$ cat src/rtl/core/frame_animation_sequencer_core_assert.svh
// Assertion macros for the frame animation sequencer core.
// Used by files that hold concurrent checks; expects clk and rst_n in scope.
`ifndef FRAME_ANIMATION_SEQUENCER_CORE_ASSERT_SVH
`define FRAME_ANIMATION_SEQUENCER_CORE_ASSERT_SVH

`ifndef NO_ASSERTIONS

// Check disabled while reset is asserted.
`define FAS_ASSERT(lbl, prop) \
  lbl: assert property (@(posedge clk) disable iff (!rst_n) prop) \
    else $error("frame sequencer check failed");

// Check that also holds across reset.
`define FAS_ASSERT_RST(lbl, prop) \
  lbl: assert property (@(posedge clk) prop) \
    else $error("frame sequencer reset check failed");

`else

`define FAS_ASSERT(lbl, prop)
`define FAS_ASSERT_RST(lbl, prop)

`endif

`endif

$ cat src/rtl/core/fas_pkg.sv
// Shared constants, codes and types of the frame animation sequencer.
// No dependencies; imported by every other file of the block but the assertion header.
`timescale 1ns / 1ps
`default_nettype none

package fas_pkg;

  localparam int MAX_FRAMES    = 16;
  localparam int DURATION_BITS = 8;

  localparam int IDX_W   = $clog2(MAX_FRAMES);
  localparam int SUM_W   = DURATION_BITS + IDX_W;
  localparam int POS_W   = 12;
  localparam int CMP_W   = (SUM_W > POS_W) ? SUM_W : POS_W;
  localparam logic [POS_W-1:0] POS_MAX = {POS_W{1'b1}};

  // Port field widths
  localparam int OP_W      = 2;
  localparam int EIDX_W    = 4;
  localparam int ETICK_W   = 8;
  localparam int FRAME_W   = 4;
  localparam int FC_W      = 5;
  localparam int MODE_W    = 2;
  localparam int CFG_IDX_W = 1;
  localparam int CFG_DATA_W = 5;

  typedef enum logic [OP_W-1:0] {
    OP_TICK    = 2'd0,
    OP_RESTART = 2'd1,
    OP_WRITE   = 2'd2,
    OP_NOP     = 2'd3
  } op_t;

  typedef enum logic [MODE_W-1:0] {
    MODE_PINGPONG = 2'd0,
    MODE_LOOP     = 2'd1,
    MODE_ONCE     = 2'd2,
    MODE_STOP     = 2'd3
  } mode_t;

  typedef enum logic [CFG_IDX_W-1:0] {
    CFG_FRAME_COUNT = 1'b0,
    CFG_END_MODE    = 1'b1
  } cfg_idx_t;

  typedef enum logic [1:0] {
    S_IDLE,
    S_WALK,
    S_DONE
  } seq_state_t;

  // Control from the sequencer to the accumulate/compare unit
  typedef struct packed {
    logic clr;
    logic add;
  } acc_ctrl_t;

  // Status back from the accumulate/compare unit
  typedef struct packed {
    logic             hit;
    logic [POS_W-1:0] total_sat;
  } acc_stat_t;

endpackage

`default_nettype wire

$ cat src/rtl/core/fas_dur_mem.sv
// Frame duration table: one write port, one registered read port.
// Depends on fas_pkg.
`timescale 1ns / 1ps
`default_nettype none

module fas_dur_mem
  import fas_pkg::*;
(
  input  wire logic                     clk,
  input  wire logic                     we,
  input  wire logic [IDX_W-1:0]         waddr,
  input  wire logic [DURATION_BITS-1:0] wdata,
  input  wire logic [IDX_W-1:0]         raddr,
  output logic      [DURATION_BITS-1:0] rdata
);

  logic [DURATION_BITS-1:0] mem [MAX_FRAMES];
  logic [DURATION_BITS-1:0] rdata_r;

  always_ff @(posedge clk) begin
    if (we) begin
      mem[waddr] <= wdata;
    end
  end

  always_ff @(posedge clk) begin
    rdata_r <= mem[raddr];
  end

  assign rdata = rdata_r;

endmodule

`default_nettype wire

$ cat src/rtl/core/fas_accum.sv
// Shared accumulate and compare unit: running duration total versus position.
// Depends on fas_pkg.
`timescale 1ns / 1ps
`default_nettype none

module fas_accum
  import fas_pkg::*;
(
  input  wire logic                     clk,
  input  wire acc_ctrl_t                ctrl,
  input  wire logic [DURATION_BITS-1:0] dur,
  input  wire logic [POS_W-1:0]         pos,
  output acc_stat_t                     stat
);

  logic [SUM_W-1:0] sum_r;
  logic [SUM_W-1:0] sum_nxt;
  logic [SUM_W-1:0] sum_add;

  assign sum_add = sum_r + SUM_W'(dur);

  always_comb begin
    sum_nxt = sum_r;
    if (ctrl.clr) begin
      sum_nxt = '0;
    end else if (ctrl.add) begin
      sum_nxt = sum_add;
    end
  end

  always_ff @(posedge clk) begin
    sum_r <= sum_nxt;
  end

  // hit: position falls inside the frame just added
  always_comb begin
    stat.hit = CMP_W'(pos) < CMP_W'(sum_add);
    if (CMP_W'(sum_add) > CMP_W'(POS_MAX)) begin
      stat.total_sat = POS_MAX;
    end else begin
      stat.total_sat = POS_W'(sum_add);
    end
  end

endmodule

`default_nettype wire

$ cat src/rtl/core/fas_seq.sv
// Sequencer of the frame animation core: op decode, frame walk, state, result register.
// Depends on fas_pkg, fas_dur_mem and fas_accum.
`timescale 1ns / 1ps
`default_nettype none

module fas_seq
  import fas_pkg::*;
(
  input  wire logic                  clk,
  input  wire logic                  rst_n,
  input  wire logic                  in_valid,
  output logic                       in_ready,
  input  wire logic [OP_W-1:0]       in_opcode,
  input  wire logic [EIDX_W-1:0]     in_entry_index,
  input  wire logic [ETICK_W-1:0]    in_entry_ticks,
  input  wire logic [FC_W-1:0]       frame_count,
  input  wire logic [MODE_W-1:0]     end_mode,
  output logic                       out_valid,
  input  wire logic                  out_ready,
  output logic [FRAME_W-1:0]         out_current_frame,
  output logic                       out_anim_ended,
  output logic                       out_playing_backward,
  output logic [POS_W-1:0]           out_tick_position
);

  seq_state_t state_r, state_nxt;

  logic [POS_W-1:0] pos_r, pos_nxt;
  logic [IDX_W-1:0] frame_r, frame_nxt;
  logic             rev_r, rev_nxt;
  logic             end_r, end_nxt;
  logic [IDX_W-1:0] idx_r, idx_nxt;

  logic             out_valid_r;
  logic [FRAME_W-1:0] out_frame_r;
  logic             out_end_r;
  logic             out_rev_r;
  logic [POS_W-1:0] out_pos_r;

  logic             accept;
  logic             out_load;
  logic [IDX_W-1:0] last_idx;
  logic             entry_ok;

  logic                     mem_we;
  logic [IDX_W-1:0]         mem_raddr;
  logic [DURATION_BITS-1:0] mem_rdata;
  acc_ctrl_t                acc_ctrl;
  acc_stat_t                acc_stat;

  op_t   op;
  mode_t mode;

  assign op       = op_t'(in_opcode);
  assign mode     = mode_t'(end_mode);
  assign accept   = in_valid && in_ready;
  assign entry_ok = int'(in_entry_index) < MAX_FRAMES;

  // Active frame count clamped to 1..MAX_FRAMES, as a last index
  always_comb begin
    if (frame_count == '0) begin
      last_idx = '0;
    end else if (int'(frame_count) > MAX_FRAMES) begin
      last_idx = IDX_W'(MAX_FRAMES - 1);
    end else begin
      last_idx = IDX_W'(frame_count - FC_W'(1));
    end
  end

  fas_dur_mem u_mem (
    .clk   (clk),
    .we    (mem_we),
    .waddr (IDX_W'(in_entry_index)),
    .wdata (DURATION_BITS'(in_entry_ticks)),
    .raddr (mem_raddr),
    .rdata (mem_rdata)
  );

  fas_accum u_accum (
    .clk  (clk),
    .ctrl (acc_ctrl),
    .dur  (mem_rdata),
    .pos  (pos_r),
    .stat (acc_stat)
  );

  // Next state
  always_comb begin
    state_nxt = state_r;
    case (state_r)
      S_IDLE: begin
        if (accept) begin
          state_nxt = (op == OP_TICK) ? S_WALK : S_DONE;
        end
      end
      S_WALK: begin
        if (acc_stat.hit || (idx_r == last_idx)) begin
          state_nxt = S_DONE;
        end
      end
      S_DONE: begin
        if (!out_valid_r || out_ready) begin
          state_nxt = S_IDLE;
        end
      end
      default: state_nxt = S_IDLE;
    endcase
  end

  // Control outputs; the table read runs one entry ahead of the accumulator
  always_comb begin
    in_ready     = 1'b0;
    acc_ctrl.clr = 1'b0;
    acc_ctrl.add = 1'b0;
    mem_raddr    = '0;
    mem_we       = 1'b0;
    out_load     = 1'b0;
    case (state_r)
      S_IDLE: begin
        in_ready     = 1'b1;
        acc_ctrl.clr = 1'b1;
        mem_we       = accept && (op == OP_WRITE) && entry_ok;
      end
      S_WALK: begin
        acc_ctrl.add = 1'b1;
        mem_raddr    = idx_r + IDX_W'(1);
      end
      S_DONE: begin
        out_load = !out_valid_r || out_ready;
      end
      default: begin
        in_ready = 1'b0;
      end
    endcase
  end

  // Animation state update
  always_comb begin
    pos_nxt   = pos_r;
    frame_nxt = frame_r;
    rev_nxt   = rev_r;
    end_nxt   = end_r;
    idx_nxt   = idx_r;
    case (state_r)
      S_IDLE: begin
        idx_nxt = '0;
        if (accept) begin
          case (op)
            OP_TICK: begin
              if (rev_r) begin
                if (pos_r == '0) begin
                  rev_nxt = 1'b0;
                end else begin
                  pos_nxt = pos_r - POS_W'(1);
                end
              end else if (pos_r != POS_MAX) begin
                pos_nxt = pos_r + POS_W'(1);
              end
            end
            OP_RESTART: begin
              pos_nxt   = '0;
              frame_nxt = '0;
              rev_nxt   = 1'b0;
              end_nxt   = 1'b0;
            end
            default: begin
              pos_nxt = pos_r;
            end
          endcase
        end
      end
      S_WALK: begin
        if (acc_stat.hit) begin
          frame_nxt = idx_r;
        end else if (idx_r == last_idx) begin
          // position lies past the end of the animation
          case (mode)
            MODE_PINGPONG: begin
              rev_nxt   = 1'b1;
              pos_nxt   = acc_stat.total_sat;
              frame_nxt = last_idx;
            end
            MODE_LOOP: begin
              pos_nxt   = '0;
              frame_nxt = '0;
            end
            MODE_ONCE: begin
              pos_nxt   = acc_stat.total_sat;
              frame_nxt = last_idx;
              end_nxt   = 1'b1;
            end
            default: begin
              frame_nxt = '0;
              end_nxt   = 1'b1;
            end
          endcase
        end else begin
          idx_nxt = idx_r + IDX_W'(1);
        end
      end
      default: begin
        idx_nxt = idx_r;
      end
    endcase
  end

  always_ff @(posedge clk) begin
    if (!rst_n) begin
      state_r     <= S_IDLE;
      pos_r       <= '0;
      frame_r     <= '0;
      rev_r       <= 1'b0;
      end_r       <= 1'b0;
      idx_r       <= '0;
      out_valid_r <= 1'b0;
    end else begin
      state_r <= state_nxt;
      pos_r   <= pos_nxt;
      frame_r <= frame_nxt;
      rev_r   <= rev_nxt;
      end_r   <= end_nxt;
      idx_r   <= idx_nxt;
      if (out_load) begin
        out_valid_r <= 1'b1;
      end else if (out_ready) begin
        out_valid_r <= 1'b0;
      end
    end
  end

  always_ff @(posedge clk) begin
    if (out_load) begin
      out_frame_r <= FRAME_W'(frame_r);
      out_end_r   <= end_r;
      out_rev_r   <= rev_r;
      out_pos_r   <= pos_r;
    end
  end

  assign out_valid            = out_valid_r;
  assign out_current_frame    = out_frame_r;
  assign out_anim_ended       = out_end_r;
  assign out_playing_backward = out_rev_r;
  assign out_tick_position    = out_pos_r;

endmodule

`default_nettype wire

$ cat config.mk
export PLATFORM = sky130hd
export DESIGN_NAME = fas_seq
export DESIGN_NICKNAME = d
export VERILOG_FILES = /design/src/rtl/core/frame_animation_sequencer_core_assert.svh /design/src/rtl/core/fas_pkg.sv /design/src/rtl/core/fas_dur_mem.sv /design/src/rtl/core/fas_accum.sv /design/src/rtl/core/fas_seq.sv
export SDC_FILE = /design/constraint.sdc
export NUM_CORES = 1
export LEC_CHECK = 0
export ABC_AREA = 0
export BUFFER_PORTS_ARGS = -buffer_cell sky130_fd_sc_hd__buf_2
export CORE_MARGIN = 5
export CORE_UTILIZATION = 45
export CTS_BUF_LIST = sky130_fd_sc_hd__clkbuf_8
export CTS_CLUSTER_SIZE = 8
export DETAILED_ROUTE_END_ITERATION = 12
export PLACE_DENSITY = 0.68
export SYNTH_ARGS = -nofsm -noshare
export SYNTH_HDL_FRONTEND = slang
export SYNTH_SLANG_ARGS = --single-unit
$ cat constraint.sdc
create_clock -name clk -period 4.9 [get_ports clk]
set_input_delay 0.49 -clock clk [delete_from_list [all_inputs] [get_ports clk]]
set_output_delay 0.49 -clock clk [all_outputs]
set_load 0.005 [all_outputs]
==> flow_metrics.py, run 1 <==
metrics = {
    "power": {
        "max-vdd-ir-drop_uv": 223,
        "p_sw_w": 0.000770,
        "p_comb_share_pct": 8.3,
        "internal-power_w": 0.00228,
        "p_leak_nw": 3.46,
        "p_per_area_nw_per_um2": 307,
        "clkPwrFrac_pct": 33.1,
        "switching_share_pct": 25.3,
        "pwr-share-seq_pct": 58.6,
    },
    "setup_path": {
        "critPathLaunchType": "flip-flop",
        "r2r-end": "pos_r[8]$_SDFFE_PN0P_",
        "worstPathRequired_ns": 5.29,
        "crit_type": "flip-flop to flip-flop",
        "endpoint": "pos_r[8]$_SDFFE_PN0P_",
        "r2r_cells": 16,
        "arrival_ns": 4.91,
        "critPathCaptureType": "flip-flop",
        "rr_startpoint": "u_accum.sum_r[0]$_SDFFE_PP0P_",
        "crit_start": "u_accum.sum_r[0]$_SDFFE_PP0P_",
        "critPathMaxFanout": 16,
        "r2r_setup_slack_ns": 0.37,
    },
    "timing": {
        "finalSetupViolations": 0,
        "timing_hold_violations_final": 0,
        "rsz0062_at_grt": "false",
        "maxSlewViolCount": 0,
        "fin_crit_ns": 4.53,
        "period_share_pct": 92.4,
        "fmax_ghz": 0.221,
        "worst-slew-pin-transition_ns": 0.989,
        "fin_skew_ns": 0.0103,
        "relSlewSlack_pct": 33.9,
        "setup-tns-final_ns": 0,
    },
    "synthesis": {
        "yosys_warnings": 0,
        "netlist.area_leader.share_pct": 48.5,
        "synth_nets": 810,
        "syn_inst": 754,
        "synth_common_cells": "146 x edfxtp_1, 94 x nand2_1, 48 x mux2i_1",
        "syn_area_sq_um": 9040,
        "synth_cell_type_count": 61,
        "async_flop_share_pct": 0,
        "synth.largest_area_cell": "edfxtp_1",
        "ys_seq_area_share_pct": 58.5,
        "ys_ff_latch": 191,
        "synth-main-ff-cell": "edfxtp_1",
        "synth_most_common_cell": "edfxtp_1",
        "syn_area_per_cell_sq_um": 12.0,
        "synth-edff-count": 146,
        "synth_area_leaders": "edfxtp_1 48%, dfxtp_1 10%, mux2i_1 5.3%",
    },
    "routing": {
        "wl_per_cell_microns": 17.8,
        "viasPerCell": 5.64,
        "drt_iter0_drc": 375,
        "num_vias": 6027,
        "first_pass_iters": 7,
        "route.detailed.drc": 0,
        "wl_microns": 19000,
        "ant_nets": 0,
    },
    "cells_and_area": {
        "antenna_cells": 0,
        "nNetsFinal": 848,
        "fill_cells": 1745,
        "fin_cells": 1068,
        "area_delta_synth_final_pct": 9.67,
        "layout-drive-gt1-share_pct": 13.7,
    },
    "global_routing": {
        "grt_use_met2_pct": 27.8,
        "grt.overflow.total": 0,
        "grt_pass1_vias": 5698,
        "grt_max_degree": 57,
        "grt_pass1_wl_microns": 30400,
        "antenna_found_initial": 0,
        "use_met3_pct": 4.13,
        "grtUsageTotal_pct": 17.2,
        "grt_busiest_layer": "met2",
        "use_met1_pct": 23.6,
    },
    "floorplanning": {
        "core_area_sq_um": 19700,
        "fp.dieH_microns": 152,
        "io_pins": 45,
        "dieWidth_microns": 152,
        "die_area_sq_um": 23000,
        "initial_core_util_pct": 46.0,
        "rows": 51,
    },
    "clocking": {
        "numCtsBuffers": 17,
        "clock-root-buffer": "clkbuf_8",
        "clkTransAtPathRegs_ns": 0.10,
        "insertion_delay_ns": 0.46,
        "post_cts_resized": 0,
        "clock-sinks": 191,
        "cts_buffer_depth": 2,
        "cts_tree": "yes",
        "htreeDepth": 4,
        "cts_hold_buf": 0,
        "postCtsSetupBuffers": 0,
    },
    "placed_design": {
        "dp.final_hpwl_microns": 12800,
        "routabilityCongestion": 0.899,
        "dp.cells": 1038,
        "io_buffers": 44,
    },
    "outcome": {
        "status": "complete, no violations",
    },
    "run": {
        "drv_cap": 0,
    },
    "worst_hold_path": {
        "worstHoldPathType": "input pin to flip-flop",
    },
}
how the worst min path moves through the flow:
stage	startpoint	to	slack, ns	cells past startpoint
6_report	in_opcode[0]	end_r$_SDFFE_PN0P_	0.27	2
5_1_grt	in_opcode[0]	end_r$_SDFFE_PN0P_	0.25	2
4_1_cts	in_opcode[0]	end_r$_SDFFE_PN0P_	0.24	2
3_5_place_dp	end_r$_SDFFE_PN0P_	out_anim_ended$_DFFE_PP_	0.43	0
3_3_place_gp	end_r$_SDFFE_PN0P_	out_anim_ended$_DFFE_PP_	0.42	0
2_1_floorplan	end_r$_SDFFE_PN0P_	out_anim_ended$_DFFE_PP_	0.41	0
through the flow:
step / setup slack [ns] / total power, W / utilization (%) / cell area [sq um] / hold slack (ns)
6_report: 0.374 / 0.00305 / 50.5 / 9920 / 0.273
4_1_cts: 0.383 / 0.00307 / 50.5 / 9920 / 0.242
3_3_place_gp: 0.519 / 0.00207 / 48.5 / 9540 / 0.419
3_5_place_dp: 0.422 / 0.00208 / 48.5 / 9540 / 0.429
5_1_grt: 0.0124 / 0.00317 / 50.5 / 9920 / 0.252
2_1_floorplan: 1.23 / 0.00199 / - / 9040 / 0.409
cells by family after synthesis:
| family | Yosys count | synth area share, % |
|---|---|---|
| compound gates | 166 | 13.0 |
| xor+xnor | 19 | 1.84 |
| fa+ha+maj | 33 | 4.68 |
| buf+inv | 56 | 2.52 |
| flops | 191 | 58.5 |
| mux | 57 | 7.43 |
| simple gates | 232 | 12.1 |
final cells by class:
cell class	count	area, sq um	share of cell area [%]
clock buffer	17	234	2.36
timing repair buffer	58	325	3.28
tap	265	332	3.34
inverter	17	63.8	0.644
clock inverter	13	144	1.45
multi-input combinational	507	3530	35.6
sequential	191	5290	53.3
flip-flops by register name, indices dropped and copies added (netlist names), 4 cells and up:
name,cells
frame_r,4
idx_r,4
out_current_frame,4
out_tick_position,12
pos_r,12
u_accum.sum_r,12
u_mem.mem,128
u_mem.rdata,8
critical path: stages, from the launching register on:
cell	delay [ns]
dfxtp_1	0.33
ha_1	0.22
fa_1	0.46
a211oi_1	0.28
nor2_1	0.12
o21a_1	0.18
nor2_1	0.10
xor2_1	0.26
ha_1	0.30
nand2_1	0.08
nor2_1	0.04
a2111oi_0	0.40
o31ai_1	0.16
a21oi_1	0.25
o41ai_4	0.25
a21oi_2	0.75
mux2i_1	0.27
cells in the final DEF (no fill, tap or decap), drive strengths merged, types with 12 or more instances in the layout:
cell type    n
xnor2       12
dfxtp       45
nand3       14
clkbuf      17
a31oi       15
buf         58
mux2i       48
edfxtp     146
o21ai       29
ha          29
nor3        20
nor2        42
a211oi      31
a21oi       28
nor2b       20
inv         26
nand2       94
power by group through the flow:
stage                     combinational (W)  sequential (W)  clock [W]
final                              0.000252         0.00179    0.00101
after global routing               0.000283         0.00179    0.00110
after CTS                          0.000252         0.00179    0.00103
after detailed placement           0.000251         0.00182          0
after global placement             0.000247         0.00182          0
after floorplan                    0.000169         0.00182          0
per-layer routing:
| metal | share of wire [%] | routed length (microns) |
|---|---|---|
| met5 | 0 | 0 |
| met4 | 1.4 | 262 |
| met3 | 4.9 | 936 |
| met2 | 47 | 8900 |
| met1 | 47 | 8860 |
No activity file was read; power rests on OpenSTA's default activity.
==> run 2, diff against run 1 <==
--- a/config.mk
+++ b/config.mk
@@ -7,6 +7,7 @@
 export LEC_CHECK = 0
 export ABC_AREA = 0
 export BUFFER_PORTS_ARGS = -buffer_cell sky130_fd_sc_hd__buf_2
+export CORE_ASPECT_RATIO = 1.25
 export CORE_MARGIN = 5
 export CORE_UTILIZATION = 45
 export CTS_BUF_LIST = sky130_fd_sc_hd__clkbuf_8
@@ -15,4 +16,5 @@
 export PLACE_DENSITY = 0.68
 export SYNTH_ARGS = -nofsm -noshare
 export SYNTH_HDL_FRONTEND = slang
+export SYNTH_HIERARCHICAL = 1
 export SYNTH_SLANG_ARGS = --single-unit
==> run 2 against run 1 <==
Against the previous run:
- worst setup slack gained 0.40 ns
- synthesized cell count is 16% lower
- wire length decreased by 6.4%
- sequential share of layout area grew 0.45 points
- via count is 9.6% lower
- count of clock-buffer cells in the layout unchanged
- clock skew is 0.0017 ns higher
- non-clock buffer count decreased by 4
- critical path depth stayed put
- fmax grew 9.6%
- critical endpoint is now pos_r[0]$_SDFFE_PN0P_
==> flow_metrics.py, run 2 <==
metrics = {
    "placed_design": {
        "dp.final_hpwl_microns": 12500,
        "io_buffers": 44,
        "placed_area_sq_um": 9380,
        "routabilityCongestion": 0.812,
    },
    "routing": {
        "first_pass_iters": 5,
        "num_vias": 5450,
        "viasPerCell": 5.71,
        "wl_per_cell_microns": 18.6,
        "route.detailed.drc": 0,
        "wl_microns": 17700,
        "drt_iter0_drc": 440,
        "ant_nets": 0,
    },
    "timing": {
        "period_share_pct": 84.3,
        "relSlewSlack_pct": 16.0,
        "worst-slew-pin-transition_ns": 1.25,
        "fin_crit_ns": 4.13,
        "fin_skew_ns": 0.0120,
        "setup-tns-final_ns": 0,
        "rsz0062_at_grt": "false",
        "fmax_ghz": 0.242,
        "whs_ns": 0.327,
        "maxSlewViolCount": 0,
        "finalSetupViolations": 0,
        "timing_hold_violations_final": 0,
    },
    "clocking": {
        "post_cts_resized": 0,
        "clock-root-buffer": "clkbuf_8",
        "clock-sinks": 191,
        "cts_hold_buf": 0,
        "cts_tree": "yes",
        "htreeDepth": 4,
        "insertion_delay_ns": 0.47,
        "numCtsBuffers": 17,
        "postCtsSetupBuffers": 0,
        "cts_buffer_depth": 2,
        "clkTransAtPathRegs_ns": 0.11,
    },
    "cells_and_area": {
        "largest_reg_flops": 128,
        "final_cell_mix": "146 x edfxtp_1, 47 x nor2_1, 45 x dfxtp_1",
        "area_delta_synth_final_pct": 9.98,
        "regMostFlops": "u_mem/mem",
        "antenna_cells": 0,
        "nNetsFinal": 734,
        "layout-drive-gt1-share_pct": 20.7,
        "stdcell_area_sq_um": 9830,
        "mostFrequentLayoutCell": "edfxtp_1",
        "fill_cells": 1658,
        "multi_input_area_sq_um": 3390,
        "seqCellArea_sq_um": 5290,
    },
    "power": {
        "p_leak_nw": 3.36,
        "max-vdd-ir-drop_uv": 309,
        "p_per_area_nw_per_um2": 320,
    },
    "synthesis": {
        "yosys_warnings": 6,
        "syn_area_per_cell_sq_um": 14.1,
        "ys_seq_area_share_pct": 59.1,
        "synth_nets": 692,
        "synth_area_leaders": "edfxtp_1 49%, dfxtp_1 10%, mux4_2 4.5%",
        "synth-main-ff-cell": "edfxtp_1",
        "netlist.area_leader.share_pct": 49.0,
        "synth_most_common_cell": "edfxtp_1",
        "synth-edff-count": 146,
        "syn_inst": 635,
        "synth_cell_type_count": 79,
        "ys_ff_latch": 191,
        "syn_area_sq_um": 8940,
        "synth_common_cells": "146 x edfxtp_1, 48 x nor2_1, 45 x dfxtp_1",
        "synth.largest_area_cell": "edfxtp_1",
        "async_flop_share_pct": 0,
    },
    "floorplanning": {
        "fp.dieH_microns": 168,
        "io_pins": 45,
        "die_area_sq_um": 22800,
        "dieWidth_microns": 136,
        "core_area_sq_um": 19500,
        "initial_core_util_pct": 45.9,
        "rows": 57,
    },
    "run": {
        "drv_cap": 0,
    },
    "global_routing": {
        "grt_max_degree": 33,
        "grt_pass1_vias": 5519,
        "grt_pass1_wl_microns": 28600,
        "grt.overflow.total": 0,
        "grtUsageTotal_pct": 16.1,
        "antenna_found_initial": 0,
    },
    "setup_path": {
        "crit_start": "u_accum/sum_r[0]$_SDFFE_PP0P_",
        "critPathCaptureType": "flip-flop",
        "arrival_ns": 4.51,
        "rr_startpoint": "u_accum/sum_r[0]$_SDFFE_PP0P_",
        "crit_type": "flip-flop to flip-flop",
        "worstPathRequired_ns": 5.28,
        "critPathMaxFanout": 13,
        "r2r_setup_slack_ns": 0.77,
        "critPathLaunchType": "flip-flop",
    },
    "outcome": {
        "status": "complete, no violations",
    },
    "worst_hold_path": {
        "worstHoldPathType": "input pin to flip-flop",
        "min-delay-start": "out_ready",
    },
}
-- run 2: metrics by stage --
step	cells	utilization, %	worst slack [ns]	total power [W]
2_1_floorplan	635	-	0.999	0.00199
3_3_place_gp	923	48.2	0.925	0.00206
3_5_place_dp	923	48.2	0.787	0.00207
4_1_cts	955	50.5	0.762	0.00317
5_1_grt	955	50.5	0.466	0.00328
6_report	955	50.5	0.770	0.00315
-- run 2: critical path: stages, from the launching register on --
cell and delay (ns):
dfxtp_1 0.33, ha_1 0.23, fa_1 0.43, a211oi_1 0.30, o21a_2 0.22, nor2_1 0.06
xnor2_1 0.27, ha_1 0.30, o21ai_0 0.14, nor2_1 0.06, o311ai_1 0.28, a22oi_2 0.10
a211oi_2 0.27, nor2b_1 0.10, a31o_2 0.35, and2_2 0.34, a211oi_1 0.26
-- run 2: routing by layer --
metal | GRT usage (%) | part of all wire (%)
met1 | 19.3 | 41
met2 | 29.0 | 54
met3 | 2.73 | 3.7
met4 | 5.22 | 1.4
met5 | 0 | 0
-- run 2: power breakdown --
part           switching [W]  total [W]  internal [W]
combinational       0.000149   0.000245     0.0000960
sequential         0.0000257    0.00179       0.00176
clock               0.000619    0.00111      0.000493
total               0.000794    0.00315       0.00235
-- run 2: path summary, 6_finish.rpt --
kind | to | depth (start not counted)
worst max-delay path | pos_r[0]$_SDFFE_PN0P_ | 16
worst max register to register | pos_r[0]$_SDFFE_PN0P_ | 16
worst min register to register | out_current_frame[0]$_DFFE_PP_ | 0
worst min-delay path | out_valid$_SDFFE_PN0P_ | 3
-- run 2: area by class of cell --
type | instances | share of cell area (%)
flip-flops and latches | 191 | 53.8
multi-input cells | 392 | 34.5
well taps | 265 | 3.37
repair buffers | 54 | 3.00
clock buffers | 17 | 2.38
clock inverters | 15 | 2.20
inverters | 21 | 0.802
-- run 2: cells by family (layout without fill, tap and decap cells) --
group | after synthesis | in the layout | synth area share [%]
adder cells (fa/ha/maj) | 34 | 34 | 4.93
multiplexers | 40 | 40 | 9.57
AND/OR/NAND/NOR | 151 | 151 | 8.50
AO/OA/AOI/OAI | 138 | 138 | 11.7
XOR/XNOR | 29 | 29 | 3.09
buffers and inverters | 52 | 107 | 3.04
flip-flops | 191 | 191 | 59.1
